File: config.mk
export PLATFORM = sky130hd
export DESIGN_NAME = three_phase_power_accumulator
export DESIGN_NICKNAME = d
export VERILOG_FILES = /design/src/hdl/tppa_pkg.sv /design/src/hdl/tppa_sum_ram.sv /design/src/hdl/three_phase_power_accumulator.sv
export SDC_FILE = /design/constraint.sdc
export NUM_CORES = 2
export LEC_CHECK = 0
export BUFFER_PORTS_ARGS = -buffer_cell sky130_fd_sc_hd__buf_2
export CAP_MARGIN = 30
export CORE_MARGIN = 4
export CORE_UTILIZATION = 40
export DETAILED_ROUTE_END_ITERATION = 10
export SYNTH_ARGS = -nofsm -noshare
export SYNTH_HDL_FRONTEND = slang
export SYNTH_SLANG_ARGS = --single-unit
File: constraint.sdc
create_clock -name clk_i -period 7.7 [get_ports clk_i]
set_input_delay 2.31 -clock clk_i [delete_from_list [all_inputs] [get_ports clk_i]]
set_output_delay 2.31 -clock clk_i [all_outputs]
set_load 0.02 [all_outputs]
File: src/hdl/tppa_pkg.sv
`timescale 1ns / 1ps

package tppa_pkg;

  // Sample and accumulator widths
  localparam int unsigned SAMPLE_BITS = 16;
  localparam int unsigned RAW_SUM_W   = 29;
  localparam int unsigned SUM_W       = 48;
  localparam int unsigned PROD_W      = 2 * SAMPLE_BITS;

  // Channel and sum counts
  localparam int unsigned N_CHAN   = 6;
  localparam int unsigned N_PHASE  = 3;
  localparam int unsigned NUM_SUMS = 15;
  localparam int unsigned QTY_W    = 4;
  localparam int unsigned ADDR_W   = $clog2(NUM_SUMS);
  localparam int unsigned CFG_IDX_W = 3;

  // Quantity map: raw sums, then square sums, then power sums
  localparam logic [QTY_W-1:0] Q_SQ_BASE  = QTY_W'(N_CHAN);
  localparam logic [QTY_W-1:0] Q_PWR_BASE = QTY_W'(2 * N_CHAN);
  localparam logic [QTY_W-1:0] Q_LAST     = QTY_W'(NUM_SUMS - 1);

  // Configuration register indexes
  typedef enum logic [CFG_IDX_W-1:0] {
    REG_OFFSET_V1 = 3'd0,
    REG_OFFSET_V2 = 3'd1,
    REG_OFFSET_V3 = 3'd2,
    REG_OFFSET_I1 = 3'd3,
    REG_OFFSET_I2 = 3'd4,
    REG_OFFSET_I3 = 3'd5
  } cfg_reg_e;

  typedef logic signed [SAMPLE_BITS-1:0] sample_t;
  typedef logic signed [SUM_W-1:0]       sum_t;

  typedef struct packed {
    sample_t sample_v1;
    sample_t sample_v2;
    sample_t sample_v3;
    sample_t sample_i1;
    sample_t sample_i2;
    sample_t sample_i3;
    logic    end_window;
  } in_req_t;

  typedef struct packed {
    logic [QTY_W-1:0] quantity;
    sum_t             total;
    logic             last_of_run;
  } out_res_t;

  // Subtract the offset and clamp to the signed sample range
  function automatic sample_t sat_corr(sample_t raw, sample_t off);
    logic signed [SAMPLE_BITS:0] diff;
    sample_t                     res;
    diff = (SAMPLE_BITS + 1)'(raw) - (SAMPLE_BITS + 1)'(off);
    if (diff[SAMPLE_BITS] != diff[SAMPLE_BITS-1]) begin
      res = {diff[SAMPLE_BITS], {(SAMPLE_BITS - 1){~diff[SAMPLE_BITS]}}};
    end else begin
      res = diff[SAMPLE_BITS-1:0];
    end
    return res;
  endfunction

endpackage

File: src/hdl/tppa_sum_ram.sv
`timescale 1ns / 1ps

// Sum storage: one read and one write port, registered read data.
// Entries never written since reset read as zero.
module tppa_sum_ram (
  input  logic                       clk_i,
  input  logic                       rst_ni,
  input  logic                       rd_en_i,
  input  logic [tppa_pkg::ADDR_W-1:0] rd_addr_i,
  output tppa_pkg::sum_t             rd_data_o,
  input  logic                       wr_en_i,
  input  logic [tppa_pkg::ADDR_W-1:0] wr_addr_i,
  input  tppa_pkg::sum_t             wr_data_i
);

  tppa_pkg::sum_t                  mem [tppa_pkg::NUM_SUMS];
  logic [tppa_pkg::NUM_SUMS-1:0]   written_q;
  tppa_pkg::sum_t                  rd_data_q;
  logic                            rd_written_q;

  // Track which entries hold a written value
  always_ff @(posedge clk_i or negedge rst_ni) begin
    if (!rst_ni) begin
      written_q    <= '0;
      rd_written_q <= 1'b0;
    end else begin
      if (wr_en_i) begin
        written_q[wr_addr_i] <= 1'b1;
      end
      if (rd_en_i) begin
        rd_written_q <= written_q[rd_addr_i];
      end
    end
  end

  // Write and read the array
  always_ff @(posedge clk_i) begin
    if (wr_en_i) begin
      mem[wr_addr_i] <= wr_data_i;
    end
    if (rd_en_i) begin
      rd_data_q <= mem[rd_addr_i];
    end
  end

  assign rd_data_o = rd_written_q ? rd_data_q : '0;

endmodule

File: src/hdl/three_phase_power_accumulator.sv
`timescale 1ns / 1ps

// Channel  | Dir | Handshake                  | Payload
// ---------+-----+----------------------------+--------------------------------
// input    | in  | in_valid_i / in_ready_o    | in_req_i  (six samples, end flag)
// result   | out | out_valid_o / out_ready_i  | out_res_o (quantity, total, last)
// config   | in  | cfg_valid_i / cfg_ready_o  | cfg_index_i, cfg_data_i
//
// Each sample set visits the fifteen sums, kept in one memory with one read
// and one write port; one sum is read, updated and written back per cycle
// unless stalled. A one-entry input buffer takes the next set while one is
// in work. On a window end the updated sums leave one per cycle; a stalled
// result holds the sum pipeline. Reset clears per-entry written flags, no sweep.
module three_phase_power_accumulator (
  input  logic                          clk_i,
  input  logic                          rst_ni,
  input  logic                          in_valid_i,
  output logic                          in_ready_o,
  input  tppa_pkg::in_req_t             in_req_i,
  output logic                          out_valid_o,
  input  logic                          out_ready_i,
  output tppa_pkg::out_res_t            out_res_o,
  input  logic                          cfg_valid_i,
  output logic                          cfg_ready_o,
  input  logic [tppa_pkg::CFG_IDX_W-1:0] cfg_index_i,
  input  logic [tppa_pkg::SAMPLE_BITS-1:0] cfg_data_i
);

  tppa_pkg::sample_t  off_q [tppa_pkg::N_CHAN];

  tppa_pkg::in_req_t  buf_q;
  logic               buf_vld_q;

  logic               work_vld_q;
  logic [tppa_pkg::QTY_W-1:0] step_q;
  tppa_pkg::sample_t  raw_q  [tppa_pkg::N_CHAN];
  tppa_pkg::sample_t  corr_q [tppa_pkg::N_CHAN];
  logic               end_q;

  logic               b_vld_q;
  logic [tppa_pkg::QTY_W-1:0] b_idx_q;
  logic               b_end_q;
  tppa_pkg::sum_t     term_q;

  logic               out_vld_q;
  tppa_pkg::out_res_t out_q;

  logic               stall;
  logic               a_fire;
  logic               a_done;
  logic               load;
  logic               in_fire;
  logic               b_fire;
  logic               emit;
  tppa_pkg::sample_t  mul_b;
  logic signed [tppa_pkg::PROD_W-1:0] prod;
  tppa_pkg::sum_t     term_d;
  tppa_pkg::sum_t     rd_data;
  tppa_pkg::sum_t     sum_full;
  logic signed [tppa_pkg::RAW_SUM_W-1:0] raw_sum;
  tppa_pkg::sum_t     sum_new;

  // Handshake and pipeline control
  always_comb begin
    stall   = b_vld_q && b_end_q && out_vld_q && !out_ready_i;
    a_fire  = work_vld_q && !stall;
    a_done  = a_fire && (step_q == tppa_pkg::Q_LAST);
    load    = buf_vld_q && (!work_vld_q || a_done);
    b_fire  = b_vld_q && !stall;
    emit    = b_fire && b_end_q;
  end

  assign in_ready_o  = !buf_vld_q || load;
  assign in_fire     = in_valid_i && in_ready_o;
  assign cfg_ready_o = 1'b1;

  // Offset registers
  always_ff @(posedge clk_i or negedge rst_ni) begin
    if (!rst_ni) begin
      for (int k = 0; k < tppa_pkg::N_CHAN; k++) begin
        off_q[k] <= '0;
      end
    end else if (cfg_valid_i) begin
      unique case (cfg_index_i)
        tppa_pkg::REG_OFFSET_V1: off_q[0] <= cfg_data_i;
        tppa_pkg::REG_OFFSET_V2: off_q[1] <= cfg_data_i;
        tppa_pkg::REG_OFFSET_V3: off_q[2] <= cfg_data_i;
        tppa_pkg::REG_OFFSET_I1: off_q[3] <= cfg_data_i;
        tppa_pkg::REG_OFFSET_I2: off_q[4] <= cfg_data_i;
        tppa_pkg::REG_OFFSET_I3: off_q[5] <= cfg_data_i;
        default: ;
      endcase
    end
  end

  // Control state: buffer, sequencer, sum stage, output slot
  always_ff @(posedge clk_i or negedge rst_ni) begin
    if (!rst_ni) begin
      buf_vld_q  <= 1'b0;
      work_vld_q <= 1'b0;
      step_q     <= '0;
      b_vld_q    <= 1'b0;
      out_vld_q  <= 1'b0;
    end else begin
      if (in_fire) begin
        buf_vld_q <= 1'b1;
      end else if (load) begin
        buf_vld_q <= 1'b0;
      end
      if (load) begin
        work_vld_q <= 1'b1;
        step_q     <= '0;
      end else if (a_done) begin
        work_vld_q <= 1'b0;
      end else if (a_fire) begin
        step_q <= step_q + 1'b1;
      end
      if (!stall) begin
        b_vld_q <= a_fire;
      end
      out_vld_q <= emit || (out_vld_q && !out_ready_i);
    end
  end

  // Hold the incoming request
  always_ff @(posedge clk_i) begin
    if (in_fire) begin
      buf_q <= in_req_i;
    end
  end

  // Load a sample set, then rotate so each step reads fixed taps
  always_ff @(posedge clk_i) begin
    if (load) begin
      raw_q[0]  <= buf_q.sample_v1;
      raw_q[1]  <= buf_q.sample_v2;
      raw_q[2]  <= buf_q.sample_v3;
      raw_q[3]  <= buf_q.sample_i1;
      raw_q[4]  <= buf_q.sample_i2;
      raw_q[5]  <= buf_q.sample_i3;
      corr_q[0] <= tppa_pkg::sat_corr(buf_q.sample_v1, off_q[0]);
      corr_q[1] <= tppa_pkg::sat_corr(buf_q.sample_v2, off_q[1]);
      corr_q[2] <= tppa_pkg::sat_corr(buf_q.sample_v3, off_q[2]);
      corr_q[3] <= tppa_pkg::sat_corr(buf_q.sample_i1, off_q[3]);
      corr_q[4] <= tppa_pkg::sat_corr(buf_q.sample_i2, off_q[4]);
      corr_q[5] <= tppa_pkg::sat_corr(buf_q.sample_i3, off_q[5]);
      end_q     <= buf_q.end_window;
    end else if (a_fire) begin
      if (step_q < tppa_pkg::Q_SQ_BASE) begin
        for (int k = 0; k < tppa_pkg::N_CHAN - 1; k++) begin
          raw_q[k] <= raw_q[k+1];
        end
        raw_q[tppa_pkg::N_CHAN-1] <= raw_q[0];
      end else begin
        for (int k = 0; k < tppa_pkg::N_CHAN - 1; k++) begin
          corr_q[k] <= corr_q[k+1];
        end
        corr_q[tppa_pkg::N_CHAN-1] <= corr_q[0];
      end
    end
  end

  // Form this step's addend: raw sample, square or phase product
  always_comb begin
    mul_b = (step_q < tppa_pkg::Q_PWR_BASE) ? corr_q[0] : corr_q[tppa_pkg::N_PHASE];
    prod  = tppa_pkg::PROD_W'(corr_q[0]) * tppa_pkg::PROD_W'(mul_b);
    if (step_q < tppa_pkg::Q_SQ_BASE) begin
      term_d = tppa_pkg::SUM_W'(raw_q[0]);
    end else begin
      term_d = tppa_pkg::SUM_W'(prod);
    end
  end

  // Register the addend beside the memory read
  always_ff @(posedge clk_i) begin
    if (a_fire) begin
      b_idx_q <= step_q;
      b_end_q <= end_q;
      term_q  <= term_d;
    end
  end

  // Sums are visited in a fixed order, so a write never meets a read of the
  // same entry: no forwarding path is needed.
  tppa_sum_ram u_sum_ram (
    .clk_i     (clk_i),
    .rst_ni    (rst_ni),
    .rd_en_i   (a_fire),
    .rd_addr_i (tppa_pkg::ADDR_W'(step_q)),
    .rd_data_o (rd_data),
    .wr_en_i   (b_fire),
    .wr_addr_i (tppa_pkg::ADDR_W'(b_idx_q)),
    .wr_data_i (b_end_q ? tppa_pkg::sum_t'(0) : sum_new)
  );

  // Add and wrap raw sums to their narrower width
  always_comb begin
    sum_full = rd_data + term_q;
    raw_sum  = sum_full[tppa_pkg::RAW_SUM_W-1:0];
    if (b_idx_q < tppa_pkg::Q_SQ_BASE) begin
      sum_new = tppa_pkg::SUM_W'(raw_sum);
    end else begin
      sum_new = sum_full;
    end
  end

  // Output slot
  always_ff @(posedge clk_i) begin
    if (emit) begin
      out_q.quantity    <= b_idx_q;
      out_q.total       <= sum_new;
      out_q.last_of_run <= (b_idx_q == tppa_pkg::Q_LAST);
    end
  end

  assign out_valid_o = out_vld_q;
  assign out_res_o   = out_q;

endmodule

Word-level counts from Yosys, hierarchy flattened
Memories as Yosys holds them, arrays and structs flattened. A register that Yosys moved wholly into a read port is not among the register bits.
Cells that the tools add are included.
- bits in registers: 324
- latch bits: 0
- RAM bits: 912
- memory bits (read-only): 0
- memories kept: 3
- add/sub/neg operators: 8
- $mul: 1
- divide/modulo/power cells: 0
- order comparisons: 6
- eq/ne operators: 14
- shifts and indexed selects: 0
- mux-type cells: 52
- bitwise gates (word level): 19
- reductions and logical operators: 29
- memory list (memory ; depth ; width ; read ports ; clocked after memory_dff ; write ports ; RTL line ; RTL):
    u_sum_ram.mem ; 15 ; 48 ; 1 ; 1 ; 1 ; tppa_sum_ram.sv:16 ; tppa_pkg::sum_t mem [tppa_pkg::NUM_SUMS];
    corr_q ; 6 ; 16 ; 6 ; 0 ; 6 ; three_phase_power_accumulator.sv:37 ; tppa_pkg::sample_t corr_q [tppa_pkg::N_CHAN];
    raw_q ; 6 ; 16 ; 6 ; 0 ; 6 ; three_phase_power_accumulator.sv:36 ; tppa_pkg::sample_t raw_q [tppa_pkg::N_CHAN];
- operator list (operator ; number):
    16-bit 2-to-1 mux ; 25
    48-bit 2-to-1 mux ; 4
    16-bit by 16-bit subtractor with 17-bit output ; 6
    48-bit adder ; 1
    16-bit by 16-bit multiplier with 32-bit output ; 1
    1-bit 2-to-1 mux ; 18
    15-bit bitwise OR ; 1
    2-bit AND reduction ; 7
    4-bit 2-to-1 mux ; 3
    1-bit bitwise OR ; 12
    1-bit logical AND ; 11
    4-bit by 5-bit less-than comparator with 1-bit output, second input constant ; 2
    4-bit equality test, second input constant ; 2
    4-bit by 3-bit less-than comparator with 1-bit output, second input constant ; 2
    3-bit by 2-bit equality test with 1-bit output, second input constant ; 2
    3-bit equality test, second input constant ; 2
    1-bit != test ; 6
    1-bit NOT ; 6
    2-bit nonzero test ; 3
    4-bit by 1-bit adder with 4-bit output, second input constant ; 1
    1-bit binary-select mux with 4-bit select ; 1
    1-bit demux with 4-bit select ; 1
    4-bit by 1-bit >= comparator with 1-bit output, second input constant ; 1
    1-bit zero test ; 4
    other kinds (5) ; 7

Longest topological paths before layout
- depth after elaboration: 11
- gate-level depth with buffers: 28
- depth with buffers taken out: 24

Hierarchy
From an unflattened synthesis, not the netlist that was laid out.
- cells, all modules: 4689
- area total of the unflattened synthesis: 66114.7 sq um
- modules (own cells, without submodules) (module ; times used ; cells an instance ; area each (sq um) ; sequential area each (sq um)):
    three_phase_power_accumulator ; 1 ; 3407 ; 36283.5 ; 14013.4
    tppa_sum_ram ; 1 ; 1282 ; 29831.1 ; 23462.5

Worst setup path before layout
No wires, ideal clock.
- path type: input to register
- start: in out_ready_i
- end: mem corr_q[0][0] (netlist name) (enable)
- library setup time: 683 ps
- arrival: 9368 ps
- setup slack: -2351 ps
- cell stages on the path: 4
- buffers on the path: 0
- cells stage by stage: nor2b_1 nand3_1 nand2_1 o21ai_0
- RTL lines (what ; RTL line ; RTL):
    start, declared ; three_phase_power_accumulator.sv:21 ; input logic out_ready_i,
    end, declared ; three_phase_power_accumulator.sv:37 ;

Worst setup path in the final report
- start: reg step_q[2] (netlist name)
- end: reg term_q[24], data pin
- cells in the longest elaborated chain, start to end: 4
- RTL lines (what ; RTL line ; RTL):
    start, declared ; three_phase_power_accumulator.sv:35 ; logic [tppa_pkg::QTY_W-1:0] step_q;
    start signal, assigned ; three_phase_power_accumulator.sv:116 ; step_q <= step_q + 1'b1;
    4-bit less-than comparator ; three_phase_power_accumulator.sv:165 ; mul_b = (step_q < tppa_pkg::Q_PWR_BASE) ? corr_q[0] : corr_q[tppa_pkg::N_PHASE];
    16-bit 2-to-1 mux ; three_phase_power_accumulator.sv:165 ;
    16-bit by 16-bit multiplier with 32-bit output ; three_phase_power_accumulator.sv:166 ; prod = tppa_pkg::PROD_W'(corr_q[0]) * tppa_pkg::PROD_W'(mul_b);
    48-bit 2-to-1 mux (*) ; three_phase_power_accumulator.sv:167 ; if (step_q < tppa_pkg::Q_SQ_BASE) begin
    net term_d[24] ; three_phase_power_accumulator.sv:57 ; tppa_pkg::sum_t term_d;
    end signal, assigned ; three_phase_power_accumulator.sv:179 ; term_q <= term_d;
    end, declared ; three_phase_power_accumulator.sv:43 ; tppa_pkg::sum_t term_q;
The timed path passes the listed nets; every way through them passes the cells marked *.
A chain may end at the register's enable or synchronous reset.

==> metrics.cfg <==
[floorplan]
rows=148
die_x_um=414
start_util_pct=40.4
core_area_sq_mm=0.164
die_area_sq_mm=0.172
io_pins=177
die_h_um=414

[job]
max_cap_viol_count=0

[critical_path]
critPathCaptureType=register
cp-start-kind=register
reg2reg_slack_ns=0.20
crit_arrival_ns=8.00
r2r-end=term_q[24]
r2r_start=step_q[2]
path_class=register to register
reg2reg_depth=24
critPathMaxFanout=18
cp_data_required_time_ns=8.20

[synth]
synth-main-ff-cell=edfxtp_1
yosysTopAreaCell=edfxtp_1
syn_area_per_cell_sq_um=13.4
yosys.area_share.simple_pct=7.84
synth_fp_nets=5550
synthAdderAreaFrac_pct=12.9
syn-cell-area_sq_mm=0.0661
ys_warn_count=0
synth-compound-area-share_pct=8.41
synth_top_family_by_area=adder cells
yosysSeqAreaShare_pct=56.7
synth_async_sr_flop_share_pct=9.46
synth_edf_count=1148
synthMuxAreaShare_pct=8.62
synth_top_area_share_pct=52.2
ys_types=86
synth_xor_area_share_pct=1.80
ys_ff_latch=1268
syn-instance-count=4925
synth_area_leaders=edfxtp_1, fa_1, dfrtp_1

[global_routing]
grt_max_degree=117
grt-ovfl-total=0
gr-usage-met2_pct=33.2
grtUsageTotal_pct=20.8
antenna_found_initial=5
grt_use_met3_pct=2.97
grt_pass1_wl_um=269000
grt_use_met1_pct=29.3
grt_busiest_layer=met2
grt_pass1_vias=41000

[timing]
setup_viol_count_final=0
hold_ws_ns=0.411
fin_skew_ns=0.0528
fin_crit_sh_pct=97.5
finalCriticalPeriod_ns=7.50
finalHoldViolCount=0
max-slew-margin-rel_pct=29.3
rsz0062_at_grt=false
worstMarginPinSlew_ns=1.05
fmax_ghz=0.133
drv_slew=0
tns_ns=0

[drt]
first_pass_iters=8
drc=0
drt_iter0_drc=3505
ant_nets=0
wl_per_cell_um=24.5
drt_wl_total_um=182000
viasPerCell=5.49
route.vias.total=40800

[placement]
hpwl_um=121000
gp_congestion=0.894
portBuffers=175

[min_path]
hold_path_class=register to register
whs_path_depth=0
hold_path_startpoint=end_q
hold_end=b_end_q

[cts]
cts_tree=done
clockBufferDepth=3
cts_sinks=1268
h-tree-depth=4
cts_buffers=134
clk_latency_ns=0.79
cts_hold_buf=0
cts-root-buf=clkbuf_16
path_clk_slew_ns=0.06

[cells_and_area]
layout.nets=5765
final_cell_mix=edfxtp_1, inv_1, nand2_1, fa_1, nor2_1
final_layout_size_suffix_gt1_share_pct=16.5
final_common_cell=edfxtp_1
syn_to_final_growth_pct=13.0

[status]
outcome=complete, no violations

## Yosys cell counts, drive strengths merged (9+ instances only)
cell type	number
inv	439
mux4	100
or2	32
o31ai	19
nand2b	55
nor4	11
and2	97
fa	269
a211oi	29
o21a	57
nand4	14
o21bai	15
nand2	327
or3	24
edfxtp	1148
nor3	44
a31oi	78
a21boi	12
a21oi	164
o21ai	253
maj3	17
dfrtp	120
buf	47
nor2	265
nand3	35
o221ai	75
o31a	9
xnor2	80
nor2b	134
o22ai	9
and3	14
o41ai	12
mux2	191
clkbuf	166
ha	235
mux2i	129
o211ai	26
xor2	56
a21o	40
## layer usage
metal	wire length, um	vias to the layer above	share of wire [%]
li1	-	18300	-
met1	79100	20800	43
met2	85000	1412	47
met3	11300	280	6.2
met4	6480	2	3.6
met5	14	-	0.0077
## what timing repair did
action,CTS,global route
endpoints found under the hold margin,0,0
resized for setup,0,4
setup buffers,0,0
setup endpoints to repair,0,6
## worst max-delay path by stage
| stage | from | endpoint | slack, ns | cells after the start |
|---|---|---|---|---|
| final | step_q[2] | term_q[24] | 0.20 | 24 |
| after CTS | step_q[2] | term_q[24] | 0.14 | 24 |
| after detailed placement | step_q[2] | term_q[46] | 0.13 | 25 |
| after floorplan | step_q[3] | term_q[30] | 0.11 | 23 |
| after global placement | step_q[2] | term_q[24] | 0.24 | 24 |
| after global routing | step_q[2] | term_q[24] | 0.02 | 25 |
## cells by family after synthesis
family,count (synthesis)
DFF,1268
and+or+nand+nor,1070
AOI/OAI and AO/OA,855
buffers and inverters,654
adders and majority gates,521
muxes,420
xor gates and xnor gates,136
other,1
## flip-flops by register name, indices dropped and copies added (netlist names), 4 cells and up
name                 cells
b_idx_q                  4
buf_q                   97
corr_q                  96
off_q                   96
out_res_o               53
raw_q                   96
step_q                   4
term_q                  32
u_sum_ram.mem          720
u_sum_ram.rd_data_q     48
u_sum_ram.written_q     15
## worst max-delay path: stages (launching register included)
cell	delay [ns]
dfrtp_4	0.50
nand2_2	0.15
buf_12	0.17
buf_4	0.19
mux2_2	0.50
and2_1	0.23
fa_1	0.49
inv_1	0.05
fa_1	0.53
inv_1	0.05
fa_1	0.50
fa_1	0.43
fa_1	0.49
inv_1	0.05
fa_1	0.47
inv_1	0.04
ha_1	0.37
nand3_1	0.10
nor4bb_1	0.90
o2111ai_1	0.27
a31oi_1	0.29
or4_1	0.16
a31oi_1	0.10
xor2_1	0.15
o21ai_1	0.07
## layout make-up
class	instances	area (sq um)
Antenna cell	1	2.50
Sequential cell	1268	37500
Inverter	441	1660
Clock inverter	65	796
Clock buffer	180	3590
Fill cell	14600	88900
Timing Repair Buffer	292	2020
Tap cell	2175	2720
Multi-Input combinational cell	3003	26400
## through the flow
step           setup WS (ns)  instance area (sq um)  utilization (%)  cells
2_1_floorplan          0.115                  66100                -   4925
3_3_place_gp           0.237                  70000             42.8   7163
3_5_place_dp           0.133                  70200             42.9   7177
4_1_cts                0.135                  74600             45.6   7422
5_1_grt               0.0194                  74600             45.6   7424
6_report               0.196                  74600             45.6   7425
Power is left out: the tool's default activity adds up to more than one toggle a clock period on the data nets, which glitch-free logic cannot reach.
